File: src/sv/dxt_pkg.sv
// ----------------------------------------------------------------------------
// dxt_pkg
// Shared types, register indexes and helper functions for the DXT1/DXT3
// block decoder.
// ----------------------------------------------------------------------------
package dxt_pkg;

    // Configuration register indexes
    localparam logic [1:0] CFG_ALPHA_MODE   = 2'd0;
    localparam logic [1:0] CFG_BLOCK_WIDTH  = 2'd1;
    localparam logic [1:0] CFG_BLOCK_HEIGHT = 2'd2;

    localparam logic [2:0] BLOCK_DIM_MAX = 3'd4;
    localparam logic [7:0] ALPHA_OPAQUE  = 8'd255;
    localparam logic [1:0] IDX_BLACK     = 2'd3;

    // Three 8-bit channels, channel 0 at index 0
    typedef logic [2:0][7:0] rgb_t;

    // Decoded palette of one block, travels to the row sequencer
    typedef struct packed {
        rgb_t [3:0]   pal;
        logic         four;
        logic [31:0]  index_word;
        logic [63:0]  alpha_word;
    } pal_item_t;

    // Clip a block dimension to 1..4
    function automatic logic [2:0] clip_size(input logic [2:0] v);
        logic [2:0] r;
        if (v == 3'd0) begin
            r = 3'd1;
        end else if (v > BLOCK_DIM_MAX) begin
            r = BLOCK_DIM_MAX;
        end else begin
            r = v;
        end
        return r;
    endfunction

    // Expand a 565 word to three 8-bit channels by left shift
    function automatic rgb_t widen(input logic [15:0] c);
        rgb_t r;
        r[0] = {c[15:11], 3'b000};
        r[1] = {c[10:5], 2'b00};
        r[2] = {c[4:0], 3'b000};
        return r;
    endfunction

endpackage

File: src/sv/dxt_palette.sv
// ----------------------------------------------------------------------------
// dxt_palette
// Two-stage palette builder: stage one widens the endpoints and forms the
// blend sums, stage two divides by three (or halves) and selects the palette entries.
// ----------------------------------------------------------------------------
module dxt_palette
    import dxt_pkg::*;
(
    input  logic        aclk,
    input  logic        aresetn,
    input  logic        in_valid,
    output logic        in_ready,
    input  logic [15:0] endpoint_a,
    input  logic [15:0] endpoint_b,
    input  logic [31:0] index_word,
    input  logic [63:0] alpha_word,
    output logic        out_valid,
    input  logic        out_ready,
    output pal_item_t   out_item
);

    // x / 3 for x < 768 by reciprocal multiply
    function automatic logic [7:0] div3(input logic [9:0] x);
        logic [20:0] p;
        p = {11'd0, x} * 21'd683;
        return p[18:11];
    endfunction

    // Stage 1 registers
    logic             s1_valid_reg;
    rgb_t             s1_a_reg;
    rgb_t             s1_b_reg;
    logic [2:0][9:0]  s1_sum21_reg;
    logic [2:0][9:0]  s1_sum12_reg;
    logic [2:0][8:0]  s1_sum11_reg;
    logic             s1_four_reg;
    logic [31:0]      s1_idx_reg;
    logic [63:0]      s1_alpha_reg;

    // Stage 2 registers
    logic             s2_valid_reg;
    pal_item_t        s2_item_reg;
    pal_item_t        s2_item_next;

    logic s1_ready;
    logic s2_ready;
    rgb_t wa;
    rgb_t wb;
    logic [2:0][9:0] sum21_next;
    logic [2:0][9:0] sum12_next;
    logic [2:0][8:0] sum11_next;

    assign s2_ready = !s2_valid_reg || out_ready;
    assign s1_ready = !s1_valid_reg || s2_ready;
    assign in_ready = s1_ready;

    assign wa = widen(endpoint_a);
    assign wb = widen(endpoint_b);

    always_comb begin
        for (int ch = 0; ch < 3; ch++) begin
            sum21_next[ch] = {1'b0, wa[ch], 1'b0} + {2'b00, wb[ch]};
            sum12_next[ch] = {2'b00, wa[ch]} + {1'b0, wb[ch], 1'b0};
            sum11_next[ch] = {1'b0, wa[ch]} + {1'b0, wb[ch]};
        end
    end

    always_comb begin
        s2_item_next.four       = s1_four_reg;
        s2_item_next.index_word = s1_idx_reg;
        s2_item_next.alpha_word = s1_alpha_reg;
        s2_item_next.pal[0]     = s1_a_reg;
        s2_item_next.pal[1]     = s1_b_reg;
        for (int ch = 0; ch < 3; ch++) begin
            if (s1_four_reg) begin
                s2_item_next.pal[2][ch] = div3(s1_sum21_reg[ch]);
                s2_item_next.pal[3][ch] = div3(s1_sum12_reg[ch]);
            end else begin
                s2_item_next.pal[2][ch] = s1_sum11_reg[ch][8:1];
                s2_item_next.pal[3][ch] = 8'd0;
            end
        end
    end

    always_ff @(posedge aclk) begin
        if (!aresetn) begin
            s1_valid_reg <= 1'b0;
            s2_valid_reg <= 1'b0;
        end else begin
            if (s1_ready) begin
                s1_valid_reg <= in_valid;
            end
            if (s2_ready) begin
                s2_valid_reg <= s1_valid_reg;
            end
        end
        if (s1_ready && in_valid) begin
            s1_a_reg     <= wa;
            s1_b_reg     <= wb;
            s1_sum21_reg <= sum21_next;
            s1_sum12_reg <= sum12_next;
            s1_sum11_reg <= sum11_next;
            s1_four_reg  <= (endpoint_a > endpoint_b);
            s1_idx_reg   <= index_word;
            s1_alpha_reg <= alpha_word;
        end
        if (s2_ready && s1_valid_reg) begin
            s2_item_reg <= s2_item_next;
        end
    end

    assign out_valid = s2_valid_reg;
    assign out_item  = s2_item_reg;

endmodule

File: src/sv/dxt_block_decoder.sv
// ----------------------------------------------------------------------------
// dxt_block_decoder
// DXT1/DXT3 block decompression into rows of four 32-bit pixels.
// ----------------------------------------------------------------------------
// A compressed block enters through a two-stage palette builder, then a row
// sequencer emits one row item per cycle into an output register while the
// output side is not stalled. The sequencer holds a block for block_height
// row items (1 to 4, after clipping) and can take the next block as it emits
// the last row of the current one. Configuration is sampled live and must
// only change while no block is in flight.
module dxt_block_decoder
    import dxt_pkg::*;
(
    input  logic        aclk,
    input  logic        aresetn,
    // configuration
    input  logic        cfg_write_enable,
    input  logic [1:0]  cfg_index,
    input  logic [2:0]  cfg_data,
    // compressed block in
    input  logic        s_valid,
    output logic        s_ready,
    input  logic [15:0] s_endpoint_a,
    input  logic [15:0] s_endpoint_b,
    input  logic [31:0] s_index_word,
    input  logic [63:0] s_alpha_word,
    // pixel rows out
    output logic        m_valid,
    input  logic        m_ready,
    output logic [31:0] m_pixel_zero,
    output logic [31:0] m_pixel_one,
    output logic [31:0] m_pixel_two,
    output logic [31:0] m_pixel_three,
    output logic [1:0]  m_row_number,
    output logic        m_last_row
);

    logic       cfg_alpha_mode_reg;
    logic [2:0] cfg_width_reg;
    logic [2:0] cfg_height_reg;

    logic       pal_valid;
    logic       pal_ready;
    pal_item_t  pal_item;

    // Row sequencer
    logic       blk_valid_reg;
    rgb_t [3:0] blk_pal_reg;
    logic       blk_four_reg;
    logic [31:0] blk_idx_reg;
    logic [63:0] blk_alpha_reg;
    logic [1:0] row_reg;

    // Output register
    logic             m_valid_reg;
    logic [3:0][31:0] m_pixel_reg;
    logic [1:0]       m_row_reg;
    logic             m_last_reg;

    logic [2:0]       bw;
    logic [2:0]       bh;
    logic [1:0]       bh_last;
    logic             out_free;
    logic             emit;
    logic             row_last;
    logic             blk_ready;
    logic [3:0][31:0] pixel_next;

    dxt_palette u_palette (
        .aclk       (aclk),
        .aresetn    (aresetn),
        .in_valid   (s_valid),
        .in_ready   (s_ready),
        .endpoint_a (s_endpoint_a),
        .endpoint_b (s_endpoint_b),
        .index_word (s_index_word),
        .alpha_word (s_alpha_word),
        .out_valid  (pal_valid),
        .out_ready  (pal_ready),
        .out_item   (pal_item)
    );

    assign bw        = clip_size(cfg_width_reg);
    assign bh        = clip_size(cfg_height_reg);
    assign bh_last   = 2'(bh - 3'd1);
    assign out_free  = !m_valid_reg || m_ready;
    assign emit      = blk_valid_reg && out_free;
    assign row_last  = (row_reg == bh_last);
    assign blk_ready = !blk_valid_reg || (emit && row_last);
    assign pal_ready = blk_ready;

    // Build the current row; alpha nibble i of the shifted word belongs to pixel i
    always_comb begin
        logic [1:0] k;
        logic [7:0] al;
        for (int i = 0; i < 4; i++) begin
            k  = blk_idx_reg[2*i +: 2];
            if (cfg_alpha_mode_reg) begin
                al = {blk_alpha_reg[4*i +: 4], 4'b0000};
            end else if (k == IDX_BLACK && !blk_four_reg) begin
                al = 8'd0;
            end else begin
                al = ALPHA_OPAQUE;
            end
            if (3'(i) < bw) begin
                pixel_next[i] = {al, blk_pal_reg[k][2], blk_pal_reg[k][1], blk_pal_reg[k][0]};
            end else begin
                pixel_next[i] = 32'd0;
            end
        end
    end

    always_ff @(posedge aclk) begin
        if (!aresetn) begin
            cfg_alpha_mode_reg <= 1'b0;
            cfg_width_reg      <= 3'd4;
            cfg_height_reg     <= 3'd4;
            blk_valid_reg      <= 1'b0;
            row_reg            <= 2'd0;
            m_valid_reg        <= 1'b0;
        end else begin
            if (cfg_write_enable) begin
                unique case (cfg_index)
                    CFG_ALPHA_MODE:   cfg_alpha_mode_reg <= cfg_data[0];
                    CFG_BLOCK_WIDTH:  cfg_width_reg      <= cfg_data;
                    CFG_BLOCK_HEIGHT: cfg_height_reg     <= cfg_data;
                    default: ;
                endcase
            end

            if (blk_ready) begin
                blk_valid_reg <= pal_valid;
                row_reg       <= 2'd0;
            end else if (emit) begin
                row_reg <= row_reg + 2'd1;
            end

            if (emit) begin
                m_valid_reg <= 1'b1;
            end else if (m_ready) begin
                m_valid_reg <= 1'b0;
            end
        end

        // payload
        if (blk_ready && pal_valid) begin
            blk_pal_reg   <= pal_item.pal;
            blk_four_reg  <= pal_item.four;
            blk_idx_reg   <= pal_item.index_word;
            blk_alpha_reg <= pal_item.alpha_word;
        end else if (emit) begin
            // advance to the next row byte and drop the nibbles just used
            blk_idx_reg   <= blk_idx_reg >> 8;
            blk_alpha_reg <= blk_alpha_reg >> {bw, 2'b00};
        end

        if (emit) begin
            m_pixel_reg <= pixel_next;
            m_row_reg   <= row_reg;
            m_last_reg  <= row_last;
        end
    end

    assign m_valid       = m_valid_reg;
    assign m_pixel_zero  = m_pixel_reg[0];
    assign m_pixel_one   = m_pixel_reg[1];
    assign m_pixel_two   = m_pixel_reg[2];
    assign m_pixel_three = m_pixel_reg[3];
    assign m_row_number  = m_row_reg;
    assign m_last_row    = m_last_reg;

    a_row_in_range: assert property (@(posedge aclk) disable iff (!aresetn)
        blk_valid_reg |-> ({1'b0, row_reg} < bh))
        else $error("row counter beyond block height");

    a_last_row_match: assert property (@(posedge aclk) disable iff (!aresetn)
        m_valid_reg |-> (m_last_reg == (m_row_reg == bh_last)))
        else $error("last_row flag does not match row number");

    a_unused_slot_zero: assert property (@(posedge aclk) disable iff (!aresetn)
        (m_valid_reg && bw != BLOCK_DIM_MAX) |-> (m_pixel_reg[3] == 32'd0))
        else $error("pixel slot beyond block width not zero");

    a_block_retire: assert property (@(posedge aclk) disable iff (!aresetn)
        (emit && row_last && !pal_valid) |=> !blk_valid_reg)
        else $error("block not retired after its last row");

    a_first_row_zero: assert property (@(posedge aclk) disable iff (!aresetn)
        (blk_ready && pal_valid) |=> (blk_valid_reg && row_reg == 2'd0))
        else $error("new block does not start at row zero");

endmodule

File: config.mk
export PLATFORM = sky130hd
export DESIGN_NAME = dxt_block_decoder
export DESIGN_NICKNAME = d
export VERILOG_FILES = /design/src/sv/dxt_pkg.sv /design/src/sv/dxt_palette.sv /design/src/sv/dxt_block_decoder.sv
export SDC_FILE = /design/constraint.sdc
export NUM_CORES = 1
export LEC_CHECK = 0
export BUFFER_PORTS_ARGS = -buffer_cell sky130_fd_sc_hd__buf_2
export CORE_ASPECT_RATIO = 0.6
export CORE_MARGIN = 4
export CORE_UTILIZATION = 55
export DETAILED_ROUTE_END_ITERATION = 16
export HOLD_SLACK_MARGIN = 0.15
export MAX_ROUTING_LAYER = met4
export PLACE_DENSITY = 0.74
export SLEW_MARGIN = 20
export SYNTH_ARGS = -nofsm -noshare
export SYNTH_HDL_FRONTEND = slang
export SYNTH_SLANG_ARGS = --single-unit
File: constraint.sdc
create_clock -name aclk -period 28.4 [get_ports aclk]
set_input_delay 8.52 -clock aclk [delete_from_list [all_inputs] [get_ports aclk]]
set_output_delay 8.52 -clock aclk [all_outputs]
set_load 0.05 [all_outputs]
==> results of run 1 <==
stage by stage:
step           hold slack (ns)  setup WS [ns]  std cells  area [sq um]  power [mW]
4_1_cts                 0.4098          10.25       3697         39230       3.059
3_5_place_dp            0.4045          10.26       3586         37230       2.221
5_1_grt                 0.3986          10.13       3698         39250       3.244
6_report                0.4063          10.24       3700         39260       3.046
3_3_place_gp            0.4012          10.27       3586         37230       2.194
2_1_floorplan           0.4003          9.718       2556         35040       1.963
worst max-delay path, cell delays in order:
cell,delay (ns)
sky130_fd_sc_hd__buf_2,0.09
sky130_fd_sc_hd__nand2b_1,0.19
sky130_fd_sc_hd__a21oi_2,0.20
sky130_fd_sc_hd__and2_1,0.30
sky130_fd_sc_hd__nand2_1,0.11
sky130_fd_sc_hd__buf_2,0.22
power groups by stage:
stage	Sequential, mW	Combinational, mW	Clock (mW)
after floorplan	1.27	0.690	0
after global placement	1.26	0.936	0
after CTS	1.24	0.978	0.841
after global routing	1.25	1.11	0.888
final	1.24	0.979	0.826
after detailed placement	1.26	0.960	0
kinds of logic (layout without fill, tap and decap cells):
group | Yosys count | after routing | share of synthesized area [%]
AND/OR/NAND/NOR | 518 | 518 | 6.763
other | 0 | 2 | 0
AO/OA/AOI/OAI | 381 | 381 | 6.923
XOR/XNOR | 83 | 83 | 2.074
adder cells (fa/ha/maj) | 429 | 429 | 16.84
buffers and inverters | 328 | 631 | 3.710
multiplexers | 145 | 145 | 6.477
flip-flops | 672 | 672 | 57.21
cell usage after synthesis, types with 14 or more instances:
cell	count	share of area (%)
sky130_fd_sc_hd__a211oi_1	26	0.56
sky130_fd_sc_hd__a21o_1	39	0.84
sky130_fd_sc_hd__a21oi_1	112	1.6
sky130_fd_sc_hd__a311oi_1	31	0.77
sky130_fd_sc_hd__and2_1	49	0.87
sky130_fd_sc_hd__buf_2	19	0.27
sky130_fd_sc_hd__clkbuf_1	63	0.67
sky130_fd_sc_hd__edfxtp_1	659	56
sky130_fd_sc_hd__fa_1	71	4.1
sky130_fd_sc_hd__ha_1	358	13
sky130_fd_sc_hd__inv_1	223	2.4
sky130_fd_sc_hd__mux2_2	14	0.45
sky130_fd_sc_hd__mux2i_1	67	1.9
sky130_fd_sc_hd__mux4_2	64	4.1
sky130_fd_sc_hd__nand2_1	203	2.2
sky130_fd_sc_hd__nand3_1	20	0.29
sky130_fd_sc_hd__nor2_1	141	1.5
sky130_fd_sc_hd__nor2b_1	46	0.82
sky130_fd_sc_hd__o21a_1	17	0.36
sky130_fd_sc_hd__o21ai_0	89	1.3
sky130_fd_sc_hd__o21bai_1	14	0.30
sky130_fd_sc_hd__xnor2_1	58	1.4
sky130_fd_sc_hd__xor2_1	25	0.62
path summary, 6_finish.rpt:
check,endpoint,start
worst max-delay path,s_ready,m_ready
worst min-delay path,blk_pal_reg[76],u_palette.out_item[173]
worst max register to register,u_palette.out_item[160],u_palette.s1_sum21_reg[17]
worst min register to register,blk_pal_reg[76],u_palette.out_item[173]
area by class of cell:
class	count	area (sq um)	area share, %
sequential	672	20060	51.09
antenna	2	5.005	0.01275
timing repair buffer	296	1579	4.022
inverter	224	848.3	2.161
tap	839	1050	2.674
multi-input combinational	1556	13730	34.97
clock inverter	32	305.3	0.7776
clock buffer	79	1687	4.296
per-layer routing:
| layer | track usage, % | part of all wire, % | wire length [um] |
|---|---|---|---|
| met1 | 38.21 | 47 | 38050 |
| met5 | - | 0 | 0 |
| met2 | 34.43 | 42 | 34070 |
| met4 | 4.755 | 1.8 | 1419 |
| met3 | 4.008 | 8.7 | 6967 |
==> impl_metrics.csv, run 1 <==
group,metric,value,unit
drt,detail_route.drc_violations,0,
yosys,yosys_register_bits,672,
pwr,p_int,2.076,mW
sta,slew-limit-headroom,24.97,%
outcome,outcome,"complete, no violations",
die,core_ar,62900,sq um
critical_path,timing.setup.critical_path_class,"in2out",
clock_network,number_of_cts_inserted_buffers,61,
grt,grt_overflow,0,
drt,via_per_inst,5.757,
placed_design,hpwlAfterDp,56.95,mm
final_layout,layout-drive-gt1-share,17.24,%
critical_path,worst_setup_path_start_kind,"primary input",
drt,totalWireLength,80.50,mm
yosys,asyncSetResetFlopFracSynth,0,%
drt,drtIter0Drc,2068,
yosys,synth-warning-count,0,
yosys,dominantRegCellSynth,"sky130_fd_sc_hd__edfxtp_1",
yosys,synth-edff-count,659,
clock_network,clock_tree.htree_level_count,2,
yosys,ys_seq_area_share,57.21,%
die,die_area,67950,sq um
grt,grt_first_pass_wirelength,123.8,mm
min_path,hold_class,"reg2reg",
placed_design,gpl.final_weighted_congestion,0.8822,
pwr,p_sw_share,31.85,%
clock_network,numClockSinks,672,
final_layout,layout.cells.most_common,"sky130_fd_sc_hd__edfxtp_1",
critical_path,arrival_time_reported_for_the_critical_path_endpoint,9.64,ns
placed_design,io_buffers,270,
final_layout,max_reg_flops,177,
die,initial_core_util,55.72,%
clock_network,hold_buffers,0,
yosys,synthesis.instances,2556,
sta,max_slew.worst_pin.slew,1.125,ns
min_path,hold_path_depth,0,
pwr,power.sequential.fraction,40.7,%
yosys,postSynthAreaPerCell,13.71,sq um
yosys,syn-cell-area,35040,sq um
final_layout,fin_util,62.42,%
sta,timing.final.crit_share,63.94,%
die,core.rowCount,71,
pwr,powerDensity,77.59,nW/um^2
sta,period_needed,18.16,ns
grt,grt_start_max_net_pins,177,
critical_path,reg2reg_depth,15,
drt,vias,21300,
critical_path,reg2reg_setup_slack,23.46,ns
clock_network,postCtsSetupRepairBufs,0,
clock_network,clock_tree.buffer_depth,3,
drt,route.detailed.wl_per_inst,21.76,um
grt,antenna_found_initial,2,
drt,ant_nets,0,
die,die_width,333.9,um
yosys,postSynthNetCount,3123,
final_layout,final_nets,3378,
clock_network,clkSlewWorstSetupHoldPaths,0.07,ns
drt,detail_route.first_pass.iterations,6,
pwr,leakage_power_figure,16.00,nW
pwr,combinationalPowerShare,32.2,%
critical_path,cp-end-kind,"output pin",
final_layout,layout.cells.most_common_list,"sky130_fd_sc_hd__edfxtp_1 (659), sky130_fd_sc_hd__ha_1 (358), sky130_fd_sc_hd__buf_2 (270)",
yosys,post_synth_num_cell_types,61,
die,design.portCount,271,
sta,timing.fmax,55.07,MHz
clock_network,root_buffer,"sky130_fd_sc_hd__clkbuf_16",
sta,setup_tns,0,ns
critical_path,critical_path_peak_fanout,4,
grt,grt_usage,24.55,%
clock_network,tritoncts,"yes",
grt,grt_pass1_vias,20710,
sta,clock_skew,0.02309,ns
final_layout,area_delta_synth_final,12.03,%
die,die_height,203.5,um
pwr,total_switching_power,0.9701,mW
pwr,ir_worst_vdd,0.00005102,V
sta,final_report_setup_violation_count,0,
pwr,clock_power_share,27.1,%
sta,unrepaired_setup_endpoints_after_global_routing,"false",
final_layout,fillers,4660,
sta,timing_hold_violations_final,0,
flow_run,maxCapViolations,0,
critical_path,cp_data_required_time,19.88,ns
sta,finalMaxSlewViolations,0,
clock_network,count_of_cells_resized_by_post_cts_repair,0,
clock_network,worstSkewPairLatency,0.64,ns
Power figures use the tool's default switching activity.
==> inputs of run 2 (changes only) <==
==> constraint.sdc (replaced) <==
create_clock -name aclk -period 17.8 [get_ports aclk]
set_input_delay 5.34 -clock aclk [delete_from_list [all_inputs] [get_ports aclk]]
set_output_delay 5.34 -clock aclk [all_outputs]
set_load 0.05 [all_outputs]
==> run 2 against run 1 <==
Via count decreased by 0.76%. Non-clock buffer count unchanged. Count of clock-buffer cells in the layout decreased by 4. Die area unchanged. Critical path depth unchanged. Sequential power increased by 60%. Worst hold slack improved by 0.0072 ns. Clock skew increased by 0.0037 ns. Sequential share of layout area decreased by 0.13 points.
==> impl_metrics.csv, run 2 (synthesized netlist as in run 1, its figures left out) <==
group,metric,value,unit
outcome,outcome,"complete, no violations",
placed_design,hpwlAfterDp,58.13,mm
final_layout,layout.cells.most_common_list,"sky130_fd_sc_hd__edfxtp_1 (659), sky130_fd_sc_hd__ha_1 (358), sky130_fd_sc_hd__buf_2 (270)",
critical_path,cp_data_required_time,12.46,ns
drt,via_per_inst,5.712,
drt,totalWireLength,81.28,mm
critical_path,worst_setup_path_start_kind,"primary input",
critical_path,arrival_time_reported_for_the_critical_path_endpoint,6.53,ns
sta,final_report_setup_violation_count,0,
clock_network,worstSkewPairLatency,0.64,ns
die,die_width,333.9,um
drt,drtIter0Drc,2179,
clock_network,clock_tree.buffer_depth,3,
clock_network,clock_tree.htree_level_count,2,
final_layout,layout-drive-gt1-share,17.62,%
critical_path,cp-end-kind,"output pin",
final_layout,design_area,39360,sq um
sta,setup_tns,0,ns
drt,route.detailed.wl_per_inst,21.96,um
clock_network,count_of_cells_resized_by_post_cts_repair,0,
die,design.portCount,271,
die,die_height,203.5,um
critical_path,timing.setup.critical_path_class,"in2out",
sta,period_needed,11.87,ns
die,initial_core_util,55.72,%
clock_network,hold_buffers,0,
placed_design,dpl_cell_area,37230,sq um
final_layout,layout.cells.most_common,"sky130_fd_sc_hd__edfxtp_1",
pwr,leakage_power_figure,16.05,nW
min_path,terminating_pin_of_the_worst_hold_path,"u_palette.out_item[38]",
grt,grt_first_pass_wirelength,124.7,mm
drt,vias,21140,
sta,timing.fmax,84.28,MHz
final_layout,max_reg_flops,177,
drt,ant_nets,0,
die,die_area,67950,sq um
critical_path,reg2reg_setup_slack,12.81,ns
final_layout,post_route_non_filler_standard_cell_count,3701,
critical_path,r2r-end,"u_palette.out_item[160]",
drt,detail_route.first_pass.iterations,6,
die,core_ar,62900,sq um
min_path,hold_path_startpoint,"u_palette.s1_alpha_reg[38]",
grt,grt_overflow,0,
placed_design,io_buffers,270,
sta,clock_skew,0.02684,ns
min_path,hold_path_depth,0,
sta,unrepaired_setup_endpoints_after_global_routing,"false",
pwr,ir_worst_vdd,0.00007783,V
clock_network,number_of_cts_inserted_buffers,61,
critical_path,r2r-start,"u_palette.s1_sum21_reg[17]",
sta,timing_hold_violations_final,0,
clock_network,tritoncts,"yes",
grt,grt_usage,24.67,%
sta,timing.final.crit_share,66.66,%
flow_run,maxCapViolations,0,
clock_network,numClockSinks,672,
placed_design,gpl.final_weighted_congestion,0.8903,
final_layout,area_delta_synth_final,12.32,%
clock_network,clkSlewWorstSetupHoldPaths,0.07,ns
drt,detail_route.drc_violations,0,
pwr,powerDensity,125.3,nW/um^2
grt,antenna_found_initial,4,
sta,max_slew.worst_pin.slew,1.130,ns
clock_network,postCtsSetupRepairBufs,0,
min_path,hold_class,"reg2reg",
sta,slew-limit-headroom,24.70,%
critical_path,critical_path_peak_fanout,4,
sta,finalMaxSlewViolations,0,
die,core.rowCount,71,
grt,grt_start_max_net_pins,125,
placed_design,placedCellCount,3587,
final_layout,final_nets,3378,
grt,grt_pass1_vias,21020,
clock_network,root_buffer,"sky130_fd_sc_hd__clkbuf_16",
critical_path,reg2reg_depth,15,
run 2: worst max-delay path by stage:
stage	start	cells past startpoint	slack (ns)	endpoint
finish	m_ready	6	5.93	s_ready
global route	m_ready	6	5.88	s_ready
CTS	m_ready	6	5.93	s_ready
detailed placement	m_ready	6	5.96	s_ready
global placement	m_ready	6	6.04	s_ready
floorplan	m_ready	4	2.30	u_palette.s1_a_reg[10]
run 2: worst max-delay path: stages:
cell and delay [ns]:
sky130_fd_sc_hd__buf_2 0.10, sky130_fd_sc_hd__nand2b_1 0.19, sky130_fd_sc_hd__a21oi_2 0.22, sky130_fd_sc_hd__and2_1 0.32
sky130_fd_sc_hd__nand2_1 0.12, sky130_fd_sc_hd__buf_2 0.23
run 2: final cells by class:
cell class	instances	area, sq um
diodes	1	2.502
clock inverters	38	486.7
fillers	4649	23540
clock buffers	75	1640
well taps	839	1050
repair buffers	296	1546
multi-input cells	1556	13730
flip-flops and latches	672	20060
inverters	224	848.3
run 2: where the power goes:
part / total [mW] / internal, mW / switching, mW
Combinational: 1.56 / 0.658 / 0.904
Clock: 1.39 / 0.803 / 0.587
Sequential: 1.98 / 1.91 / 0.0673
run 2: stage by stage:
step | worst slack, ns | util, % | hold WS (ns) | power [mW]
floorplan | 2.298 | - | 0.4003 | 3.132
global placement | 6.035 | 59.19 | 0.4026 | 3.501
detailed placement | 5.961 | 59.19 | 0.4045 | 3.559
CTS | 5.934 | 62.57 | 0.4134 | 4.962
global route | 5.880 | 62.58 | 0.4154 | 5.247
finish | 5.935 | 62.58 | 0.4135 | 4.932
run 2: metal layers:
layer	share of wire (%)	GRT usage [%]
met3	8.4	4.578
met2	43	34.95
met1	47	37.47
met4	2.0	5.328
met5	0	-
